<file path="src/rtl/core/crt_pkg.sv">
package crt_pkg;

	localparam int TABLE_ENTRIES = 16;
	localparam int KIND_BITS = 8;
	localparam int IDX_W = (TABLE_ENTRIES > 1) ? $clog2(TABLE_ENTRIES) : 1;
	localparam int CNT_W = $clog2(TABLE_ENTRIES + 1);
	localparam int CFG_W = 32;
	localparam int QDEPTH = 2;

	localparam logic [7:0] KIND_ALL = 8'((64'd1 << KIND_BITS) - 64'd1);

	typedef enum logic [2:0] {
		CMD_PREPARE  = 3'd0,
		CMD_BEGIN    = 3'd1,
		CMD_FINISH   = 3'd2,
		CMD_QUERY    = 3'd3,
		CMD_NEXT     = 3'd4,
		CMD_SHUTDOWN = 3'd5,
		CMD_TICK     = 3'd6,
		CMD_NONE     = 3'd7
	} cmd_t;

	typedef enum logic [1:0] {
		ST_OK      = 2'd0,
		ST_INVALID = 2'd1,
		ST_FULL    = 2'd2
	} status_t;

	localparam logic CFG_TIMEOUT = 1'b0;
	localparam logic CFG_KINDS   = 1'b1;

	typedef struct packed {
		logic [2:0]  command;
		logic [63:0] client_id;
		logic [7:0]  kind_mask;
	} req_t;

	typedef struct packed {
		logic [1:0]  status;
		logic        recovery_done;
		logic        owes_kinds;
		logic [63:0] next_client;
		logic        timed_out;
	} rsp_t;

	// classified item handed from front to back
	typedef struct packed {
		cmd_t        cmd;
		logic [63:0] id;
		logic [7:0]  mask;
		logic        bad_kinds;
	} op_t;

	typedef enum logic [1:0] {
		BK_IDLE,
		BK_SCAN,
		BK_APPLY
	} bk_state_t;

endpackage

</file>
<file path="src/rtl/core/client_recovery_tracker.sv">
// Client recovery tracker.
// Command port: an item (command, client_id, kind_mask) is taken on a clock
// edge with start high and busy low. Each item gives exactly one result on
// result, marked by done for one cycle; the receiver cannot stall it.
// A two-entry queue parts the front (accept, kind check) from the back,
// which scans the 16-entry table one entry a cycle and then applies.
// The front keeps taking items while the back scans, until the two-entry
// queue is full; busy rises while the queue is full.
// Config: cfg_we with cfg_index 0 writes timeout_ticks, 1 writes
// valid_kinds (low 8 bits). Write only while idle.
// Reset (arst_n low) empties the table, clears begun/armed state, the
// countdown and the queue, and restores timeout_ticks 1000, valid_kinds 255.
module client_recovery_tracker import crt_pkg::*; (
	input  logic             clk,
	input  logic             arst_n,
	input  logic             start,
	output logic             busy,
	input  req_t             req,
	output logic             done,
	output rsp_t             result,
	input  logic             cfg_we,
	input  logic             cfg_index,
	input  logic [CFG_W-1:0] cfg_data
);

	logic [31:0] timeout_ticks_q;
	logic [7:0]  valid_kinds_q;
	logic        q_valid, pop;
	op_t         q_head;

	always_ff @(posedge clk or negedge arst_n) begin
		if (!arst_n) begin
			timeout_ticks_q <= 32'd1000;
			valid_kinds_q <= 8'd255;
		end else if (cfg_we) begin
			if (cfg_index == CFG_TIMEOUT) timeout_ticks_q <= cfg_data;
			else valid_kinds_q <= cfg_data[7:0];
		end
	end

	crt_front u_front (
		.clk, .arst_n, .start, .req, .valid_kinds_q, .pop, .busy, .q_valid, .q_head
	);

	crt_back u_back (
		.clk, .arst_n, .q_valid, .q_head, .timeout_ticks_q, .pop, .done, .rsp(result)
	);

endmodule

</file>
<file path="src/rtl/core/crt_front.sv">
module crt_front import crt_pkg::*; (
	input  logic       clk,
	input  logic       arst_n,
	input  logic       start,
	input  req_t       req,
	input  logic [7:0] valid_kinds_q,
	input  logic       pop,
	output logic       busy,
	output logic       q_valid,
	output op_t        q_head
);

	op_t  slot_q [QDEPTH];
	logic wr_q, rd_q;
	logic [1:0] cnt_q;
	logic push;
	op_t  op;

	assign busy = (cnt_q == 2'(QDEPTH));
	assign push = start && !busy;
	assign q_valid = (cnt_q != 2'd0);
	assign q_head = slot_q[rd_q];

	// flag kinds outside the accepted mask up front
	always_comb begin
		op.cmd = cmd_t'(req.command);
		op.id = req.client_id;
		op.mask = req.kind_mask;
		op.bad_kinds = (req.kind_mask & ~(valid_kinds_q & KIND_ALL)) != 8'd0;
	end

	always_ff @(posedge clk) begin
		if (push) slot_q[wr_q] <= op;
	end

	always_ff @(posedge clk or negedge arst_n) begin
		if (!arst_n) begin
			wr_q <= 1'b0;
			rd_q <= 1'b0;
			cnt_q <= 2'd0;
		end else begin
			if (push) wr_q <= ~wr_q;
			if (pop) rd_q <= ~rd_q;
			cnt_q <= cnt_q + 2'(push) - 2'(pop);
		end
	end

endmodule

</file>
<file path="src/rtl/core/crt_back.sv">
module crt_back import crt_pkg::*; (
	input  logic        clk,
	input  logic        arst_n,
	input  logic        q_valid,
	input  op_t         q_head,
	input  logic [31:0] timeout_ticks_q,
	output logic        pop,
	output logic        done,
	output rsp_t        rsp
);

	bk_state_t state_q, state_d;
	logic [TABLE_ENTRIES-1:0] valid_q;
	logic [63:0] client_q [TABLE_ENTRIES];
	logic [7:0]  kinds_q  [TABLE_ENTRIES];
	logic        begun_q, armed_q;
	logic [31:0] ticks_q;

	op_t          op_q;
	logic [CNT_W-1:0] idx_q;
	logic         hit_q, free_found_q, next_found_q;
	logic [IDX_W-1:0] hit_idx_q, free_idx_q;
	logic [63:0]  next_q;
	logic [IDX_W-1:0] cur;
	logic         last;
	logic         match_any, match_mask, nxt_ok;

	assign cur = idx_q[IDX_W-1:0];
	assign last = (idx_q == CNT_W'(TABLE_ENTRIES - 1));
	assign match_any = valid_q[cur] && client_q[cur] == op_q.id;
	assign match_mask = match_any && (kinds_q[cur] & op_q.mask) != 8'd0;
	assign nxt_ok = valid_q[cur] && client_q[cur] > op_q.id
		&& (kinds_q[cur] & op_q.mask) != 8'd0
		&& (!next_found_q || client_q[cur] < next_q);
	assign pop = (state_q == BK_IDLE) && q_valid;

	always_comb begin
		state_d = state_q;
		case (state_q)
			BK_IDLE:  if (q_valid) state_d = BK_SCAN;
			BK_SCAN:  if (last) state_d = BK_APPLY;
			BK_APPLY: state_d = BK_IDLE;
			default:  state_d = BK_IDLE;
		endcase
	end

	always_ff @(posedge clk or negedge arst_n) begin
		if (!arst_n) state_q <= BK_IDLE;
		else state_q <= state_d;
	end

	// scan: one entry a cycle
	always_ff @(posedge clk) begin
		if (pop) begin
			op_q <= q_head;
			idx_q <= '0;
			hit_q <= 1'b0;
			free_found_q <= 1'b0;
			next_found_q <= 1'b0;
			next_q <= '0;
			hit_idx_q <= '0;
			free_idx_q <= '0;
		end else if (state_q == BK_SCAN) begin
			if (!last) idx_q <= idx_q + 1'b1;
			if (!hit_q && ((op_q.cmd == CMD_PREPARE) ? match_any : match_mask)) begin
				hit_q <= 1'b1;
				hit_idx_q <= cur;
			end
			if (!free_found_q && !valid_q[cur]) begin
				free_found_q <= 1'b1;
				free_idx_q <= cur;
			end
			if (nxt_ok) begin
				next_found_q <= 1'b1;
				next_q <= client_q[cur];
			end
		end
	end

	logic [7:0] cleared;
	logic       others;
	assign cleared = kinds_q[hit_idx_q] & ~op_q.mask & KIND_ALL;
	// set when an entry other than the hit one is still valid
	always_comb begin
		logic [TABLE_ENTRIES-1:0] v;
		v = valid_q;
		v[hit_idx_q] = 1'b0;
		others = (v != '0);
	end

	rsp_t rsp_d;
	always_comb begin
		rsp_d = '0;
		case (op_q.cmd)
			CMD_PREPARE: begin
				if (op_q.bad_kinds) rsp_d.status = ST_INVALID;
				else if (!hit_q && !free_found_q) rsp_d.status = ST_FULL;
			end
			CMD_BEGIN:  rsp_d.recovery_done = (valid_q == '0);
			CMD_FINISH: rsp_d.recovery_done = hit_q && cleared == 8'd0 && begun_q && !others;
			CMD_QUERY:  rsp_d.owes_kinds = hit_q;
			CMD_NEXT:   rsp_d.next_client = next_q;
			CMD_TICK:   rsp_d.timed_out = armed_q && ticks_q <= 32'd1;
			default: ;
		endcase
	end

	always_ff @(posedge clk) begin
		if (state_q == BK_APPLY) begin
			if (op_q.cmd == CMD_PREPARE && !op_q.bad_kinds) begin
				if (hit_q) kinds_q[hit_idx_q] <= kinds_q[hit_idx_q] | op_q.mask;
				else if (free_found_q) begin
					client_q[free_idx_q] <= op_q.id;
					kinds_q[free_idx_q] <= op_q.mask;
				end
			end
			if (op_q.cmd == CMD_FINISH && hit_q) kinds_q[hit_idx_q] <= cleared;
		end
	end

	always_ff @(posedge clk or negedge arst_n) begin
		if (!arst_n) begin
			valid_q <= '0;
			begun_q <= 1'b0;
			armed_q <= 1'b0;
			ticks_q <= '0;
			done <= 1'b0;
			rsp <= '0;
		end else begin
			done <= (state_q == BK_APPLY);
			if (state_q == BK_APPLY) begin
				rsp <= rsp_d;
				case (op_q.cmd)
					CMD_PREPARE: begin
						if (!op_q.bad_kinds && !hit_q && free_found_q)
							valid_q[free_idx_q] <= 1'b1;
					end
					CMD_BEGIN: begin
						begun_q <= 1'b1;
						ticks_q <= timeout_ticks_q;
						armed_q <= (valid_q != '0);
					end
					CMD_FINISH: begin
						if (hit_q && cleared == 8'd0) begin
							valid_q[hit_idx_q] <= 1'b0;
							if (begun_q && !others) armed_q <= 1'b0;
						end
					end
					CMD_SHUTDOWN: begin
						valid_q <= '0;
						begun_q <= 1'b0;
						armed_q <= 1'b0;
						ticks_q <= '0;
					end
					CMD_TICK: begin
						if (armed_q) begin
							if (ticks_q <= 32'd1) begin
								ticks_q <= '0;
								armed_q <= 1'b0;
							end else ticks_q <= ticks_q - 32'd1;
						end
					end
					default: ;
				endcase
			end
		end
	end

endmodule

</file>
<file path="config.mk">
export PLATFORM = sky130hd
export DESIGN_NAME = client_recovery_tracker
export DESIGN_NICKNAME = d
export VERILOG_FILES = /design/src/rtl/core/crt_pkg.sv /design/src/rtl/core/client_recovery_tracker.sv /design/src/rtl/core/crt_front.sv /design/src/rtl/core/crt_back.sv
export SDC_FILE = /design/constraint.sdc
export NUM_CORES = 2
export LEC_CHECK = 0
export BUFFER_PORTS_ARGS = -buffer_cell sky130_fd_sc_hd__buf_2
export CORE_MARGIN = 1
export CORE_UTILIZATION = 28
export CTS_CLUSTER_DIAMETER = 80
export DETAILED_ROUTE_END_ITERATION = 16
export MAX_ROUTING_LAYER = met4
export SYNTH_ARGS = -nofsm -noshare
export SYNTH_HDL_FRONTEND = slang
export SYNTH_SLANG_ARGS = --single-unit
</file>
<file path="constraint.sdc">
create_clock -name clk -period 7.3 [get_ports clk]
set_clock_uncertainty 0.15 [all_clocks]
set_input_delay 0.365 -clock clk [delete_from_list [all_inputs] [get_ports clk]]
set_output_delay 0.365 -clock clk [all_outputs]
set_load 0.005 [all_outputs]
</file>
* Word-level counts from Yosys, hierarchy flattened
Memories as Yosys holds them, arrays and structs flattened. A register that Yosys moved wholly into a read port is not among the register bits.
Index checks and enable logic that the tools add are counted.
** Operators by class
- Add/sub/neg operators :: 4
- Magnitude comparators :: 8
- Eq/ne operators :: 17
- Muxes and demuxes :: 53
- Bitwise logic cells :: 14
- Reductions and logical operators :: 54
** Operators by type and width (count)
- 32-bit one-hot mux with 3 select lines :: 1
- 64-bit equality test :: 1
- 64-bit > comparator :: 1
- 64-bit less-than comparator :: 1
- 32-bit two-way mux :: 2
- 64-bit two-way mux :: 1
- 16-bit one-hot mux with 3 select lines :: 1
- 32-bit by 1-bit less-or-equal comparator with 1-bit output, second input constant :: 1
- 16-bit two-way mux :: 2
- 16-bit nonzero test :: 2
- 32-bit by 1-bit subtractor with 32-bit output, second input constant :: 1
- 4-bit two-way mux :: 7
- 1-bit two-way mux :: 25
- 8-bit AND :: 3
- 1-bit logical AND :: 21
- 16-bit AND :: 1
- 16-bit logical NOT :: 1
- 8-bit two-way mux :: 2
- 16-bit NOT :: 1
- 8-bit NOT :: 2
- 16-bit bitwise OR :: 1
- 2-bit AND reduction :: 8
- 8-bit nonzero test :: 2
- 4-bit by 5-bit less-than comparator with 1-bit output, second input constant :: 3
- 32 further kinds :: 59
** Word-level totals
- Flip-flop bits (word level) :: 246
- Memory bits (writable) :: 1304
- Input port bits :: 112
- Output and inout port bits :: 71
- Logic and storage cells :: 176
- Memories :: 3
** Memories
- u_back.client_q :: words 16, bits a word 64, read ports 1, clocked after memory_dff 1, write ports 1, line crt_back.sv:14 : logic [63:0] client_q [TABLE_ENTRIES];
- u_front.slot_q :: words 2, bits a word 76, read ports 1, clocked after memory_dff 1, write ports 1, line crt_front.sv:13 : op_t slot_q [QDEPTH];
- u_back.kinds_q :: words 16, bits a word 8, read ports 2, clocked after memory_dff 2, write ports 1, line crt_back.sv:15 : logic [7:0] kinds_q [TABLE_ENTRIES];

* Depth between registers and ports, before layout
- Word-level depth :: 12
- Mapped depth :: 19
- Gate-level depth less buffers :: 13

* By module
A second synthesis with hierarchy kept.
** Second synthesis, totals
- Cell total of the unflattened synthesis :: 3647
- Area total of the unflattened synthesis :: 66882.9 um^2
** By module, submodules not included
- crt_back :: times used 1, cells each 3294, area an instance 59369.4 um^2, seq. area each 41690.0 um^2
- crt_front :: times used 1, cells each 267, area an instance 5876.9 um^2, seq. area each 4664.5 um^2
- client_recovery_tracker :: times used 1, cells each 86, area an instance 1636.6 um^2, seq. area each 1018.5 um^2

* Worst setup path after synthesis
OpenSTA, ideal clock, no wires.
- Kind :: flip-flop to flip-flop
- Start :: register, netlist name u_back.op_q[74]
- End :: memory u_back.client_q[0][0] (enable)
- Library setup time :: 0.564 ns
- Data arrival time :: 5.988 ns
- Data required time :: 6.586 ns
- Slack :: 0.598 ns
- Cell stages (with the launch flop) :: 7
- Path buffers :: 1
- Period minus slack after synthesis :: 6.702 ns
- Cells stage by stage :: edfxtp_1 clkbuf_1 nor3_1 nand2b_1 nor3_1 nand2_1 nor3_1
** Between the ends
- Word-level cells in the longest chain between the ends :: 5
** RTL lines
- 3-bit logical NOT :: line crt_back.sv:110 : if (op_q.cmd == CMD_PREPARE && !op_q.bad_kinds) begin
- 1-bit logical AND :: line crt_back.sv:110
- 1-bit two-way mux :: line crt_back.sv:110
- 1-bit two-way mux :: line crt_back.sv:109 : if (state_q == BK_APPLY) begin
- 1-bit two-way mux (implied by the code) :: line crt_back.sv:113 : client_q[free_idx_q] <= op_q.id;
- end: declaration :: line crt_back.sv:14
No other way between the ends.

==> results.sh <==
export IMPL_total_number_of_placement_rows=179
export IMPL_avgRoutedWirePerCell_um=23.4
export IMPL_transition_time_at_the_pin_with_the_least_slew_margin_ps=1300
export IMPL_worst_endpoint_required_ps=7860
export IMPL_remaining_drc_errors=0
export IMPL_total_power_mw=27.6
export IMPL_post_synth_inst_count=3669
export IMPL_timing_hold_violations_final=0
export IMPL_cts_made_buffers=163
export IMPL_initialDrtViolationCount=2982
export IMPL_maxSlewHeadroom=0.131
export IMPL_setup_viol=0
export IMPL_synth_most_common_cell="sky130_fd_sc_hd__edfxtp_1"
export IMPL_track_usage=0.145
export IMPL_fp_dieArea_mm2=0.241
export IMPL_core_area_mm2=0.238
export IMPL_synth_top_cell_by_area="sky130_fd_sc_hd__edfxtp_1"
export IMPL_dieWidth_um=491
export IMPL_flow_area_growth_from_synthesis_pct=17.3
export IMPL_yosys_cell_types_count=87
export IMPL_worst_hold_slack_ps=96.9
export IMPL_yosys_top_cells_area="sky130_fd_sc_hd__edfxtp_1 (62%), sky130_fd_sc_hd__mux4_2 (13%), sky130_fd_sc_hd__dfrtp_1 (5.7%)"
export IMPL_per_instance_average_area_after_synthesis_um2=18.2
export IMPL_floorplan_initialDensity=0.282
export IMPL_number_of_buffer_cells_added_on_primary_ports=182
export IMPL_synth_yosys_seq_area_share=0.708
export IMPL_async_reset_ff_frac=0.102
export IMPL_post_cts_setup_buffer_count=0
export IMPL_route_detailed_vias_per_inst=4.78
export IMPL_groute_layer_met2_usage=0.247
export IMPL_clkTransAtPathRegs_ps=60
export IMPL_cts_root_to_sink_buffers=3
export IMPL_synth_edf_count=1380
export IMPL_globalRoute_totalOverflow=0
export IMPL_min_path_type="in -> reg"
export IMPL_worstSkewPairLatency_ps=830
export IMPL_final_net_count=4283
export IMPL_route_antenna_remaining_nets=0
export IMPL_vias=35150
export IMPL_grt_antenna_before_repair=9
export IMPL_number_of_global_route_vias_before_repair=36117
export IMPL_period_share=0.906
export IMPL_routed_wl_mm=172
export IMPL_utilization_after_layout=0.330
export IMPL_rsz0062_at_grt="false"
export IMPL_endpoint_kind="flop"
export IMPL_maximum_fanout_encountered_on_the_critical_timing_path=40
export IMPL_detailedRoute_firstPassIterationCount=6
export IMPL_hpwl_after_detailed_placement_mm=101
export IMPL_cellLeakagePower_nw=26.8
export IMPL_outcome="complete, no violations"
export IMPL_timing_setup_tns_ps=0
export IMPL_prevailing_post_synth_register_cell="sky130_fd_sc_hd__edfxtp_1"
export IMPL_final_max_slew_viol_count=0
export IMPL_peakVddDrop_mv=0.254
export IMPL_cts_tree="built"
export IMPL_syn_nets=3914
export IMPL_met3_demand_to_capacity_share_in_global_routing=0.0187
export IMPL_timing_worst_setup_path_type="reg -> reg"
export IMPL_postSynthRegisterBits=1634
export IMPL_first_pass_grt_wire_length_mm=250
export IMPL_grt_busiest_layer="met2"
export IMPL_ff2ff_setup_slack_ps=690
export IMPL_die_y_um=491
export IMPL_synth_top_cell_area_share=0.619
export IMPL_gr_met1_demand_resource=0.175
export IMPL_timing_fmax_mhz=151
export IMPL_placed_cells=6928
export IMPL_gpl_final_weighted_congestion=0.859
export IMPL_postCtsResizedCells=0
export IMPL_final_std_cells_w_o_fill=7351
export IMPL_io_pin_count=183
export IMPL_largest_net_degree_at_the_start_of_global_routing=83
export IMPL_yosysWarningCount=0
export IMPL_synth_cells_most_frequent="sky130_fd_sc_hd__edfxtp_1 (1,380), sky130_fd_sc_hd__mux4_2 (380), sky130_fd_sc_hd__inv_1 (219), sky130_fd_sc_hd__nand2_1 (159), sky130_fd_sc_hd__dfrtp_1 (152)"
export IMPL_max_capacitance_violation_count=0
export IMPL_clk_root_buffer_cell="sky130_fd_sc_hd__clkbuf_16"
export IMPL_critical_path_arrival_ps=7170
export IMPL_setup_worst_path_start_class="flop"
export IMPL_post_route_cells_drive_above_1_share=0.260
export IMPL_cts_sink_count=1634
export IMPL_timing_final_crit_period_ps=6610
export IMPL_power_density_mw_per_mm2=352
export IMPL_h_tree_depth=4
export IMPL_total_standard_cell_area_after_synthesis_mm2=0.0669
-- sequential cells by signal, indices dropped and copies added (netlist names), 2 cells and up, named ones only --
name / flops
u_back.client_q: 1024
u_front.slot_q: 152
u_back.kinds_q: 128
u_back.op_q: 76
u_back.rsp: 69
u_back.next_q: 64
timeout_ticks_q: 32
u_back.ticks_q: 32
u_back.valid_q: 16
valid_kinds_q: 8
u_back.idx_q: 5
u_back.free_idx_q: 4
u_back.hit_idx_q: 4
u_back.state_q: 2
u_front.cnt_q: 2
-- critical path: stages, from the launching register on --
cell,delay [ps]
sky130_fd_sc_hd__dfxtp_4,720
sky130_fd_sc_hd__buf_4,610
sky130_fd_sc_hd__mux4_2,580
sky130_fd_sc_hd__mux4_2,560
sky130_fd_sc_hd__ha_1,330
sky130_fd_sc_hd__nand4_1,110
sky130_fd_sc_hd__nor3_1,700
sky130_fd_sc_hd__nand4_1,420
sky130_fd_sc_hd__nor4_1,910
sky130_fd_sc_hd__nor2_1,90
sky130_fd_sc_hd__o211a_2,180
sky130_fd_sc_hd__nand3_4,390
sky130_fd_sc_hd__buf_12,390
sky130_fd_sc_hd__mux2i_1,240
-- layout by cell type, fill, tap and decap left out, types with 85 or more instances in the layout --
cell	n
sky130_fd_sc_hd__ha_1	133
sky130_fd_sc_hd__edfxtp_1	1380
sky130_fd_sc_hd__clkbuf_16	164
sky130_fd_sc_hd__inv_1	219
sky130_fd_sc_hd__dlygate4sd3_1	112
sky130_fd_sc_hd__mux2i_1	91
sky130_fd_sc_hd__o21ai_0	109
sky130_fd_sc_hd__nor2_1	103
sky130_fd_sc_hd__mux4_2	380
sky130_fd_sc_hd__dfxtp_1	85
sky130_fd_sc_hd__buf_2	181
sky130_fd_sc_hd__nand2_1	159
sky130_fd_sc_hd__dfrtp_1	151
sky130_fd_sc_hd__mux2_2	129
sky130_fd_sc_hd__a21oi_1	99
-- timing repair --
action,4_1_cts,5_1_grt
endpoints found under the hold margin,264,0
hold buffers,112,0
setup endpoints to repair,0,0
-- final cells by class --
class | instances | area, um2
diodes | 9 | 22.5
clock buffers | 220 | 4460
clock inverters | 82 | 847
fillers | 22424 | 159000
inverters | 223 | 845
multi-input cells | 1641 | 18000
flip-flops and latches | 1634 | 47400
well taps | 3167 | 3960
repair buffers | 375 | 2920
-- layer usage --
layer  vias up  part of all wire
li1      15385                 -
met1     18444              0.40
met2      1044              0.52
met3       277             0.046
met4         0             0.034
met5         -                 0
-- path summary, 6_finish.rpt --
check	start	endpoint	cells past startpoint
max	flop	u_back.next_q[43]	13
max in group asynchronous	arst_n	u_back.ticks_q[25]	4
min in group asynchronous	arst_n	u_back.rsp[68]	3
max reg2reg	flop	u_back.next_q[43]	13
min reg2reg	u_back.rsp[68]	u_back.rsp[68]	2
min	cfg_index	valid_kinds_q[0]	3
-- metrics by stage --
stage | area [um2] | setup slack (ps)
after floorplan | 66900 | 598
after global placement | 72000 | 642
after detailed placement | 72000 | 569
after CTS | 78500 | 525
after global routing | 78500 | 436
final | 78500 | 689
-- logic make-up (layout without fill, tap and decap cells) --
kind of cell / count (synthesis) / in the layout / synth area share
compound gates: 429 / 429 / 0.0432
xor+xnor: 7 / 7 / 0.000916
fa+ha+maj: 133 / 133 / 0.0249
buf+inv: 394 / 900 / 0.0253
flops: 1634 / 1634 / 0.708
mux: 603 / 603 / 0.164
other cells: 0 / 9 / 0
simple gates: 469 / 469 / 0.0336
-- power by group --
part	internal (mW)	switching, mW	leakage, nW
clock	4.58	3.68	2.59
sequential	11.1	0.797	15.4
combinational	3.44	4.04	8.89
total	19.1	8.51	26.8
No activity file was read; power rests on OpenSTA's default activity.
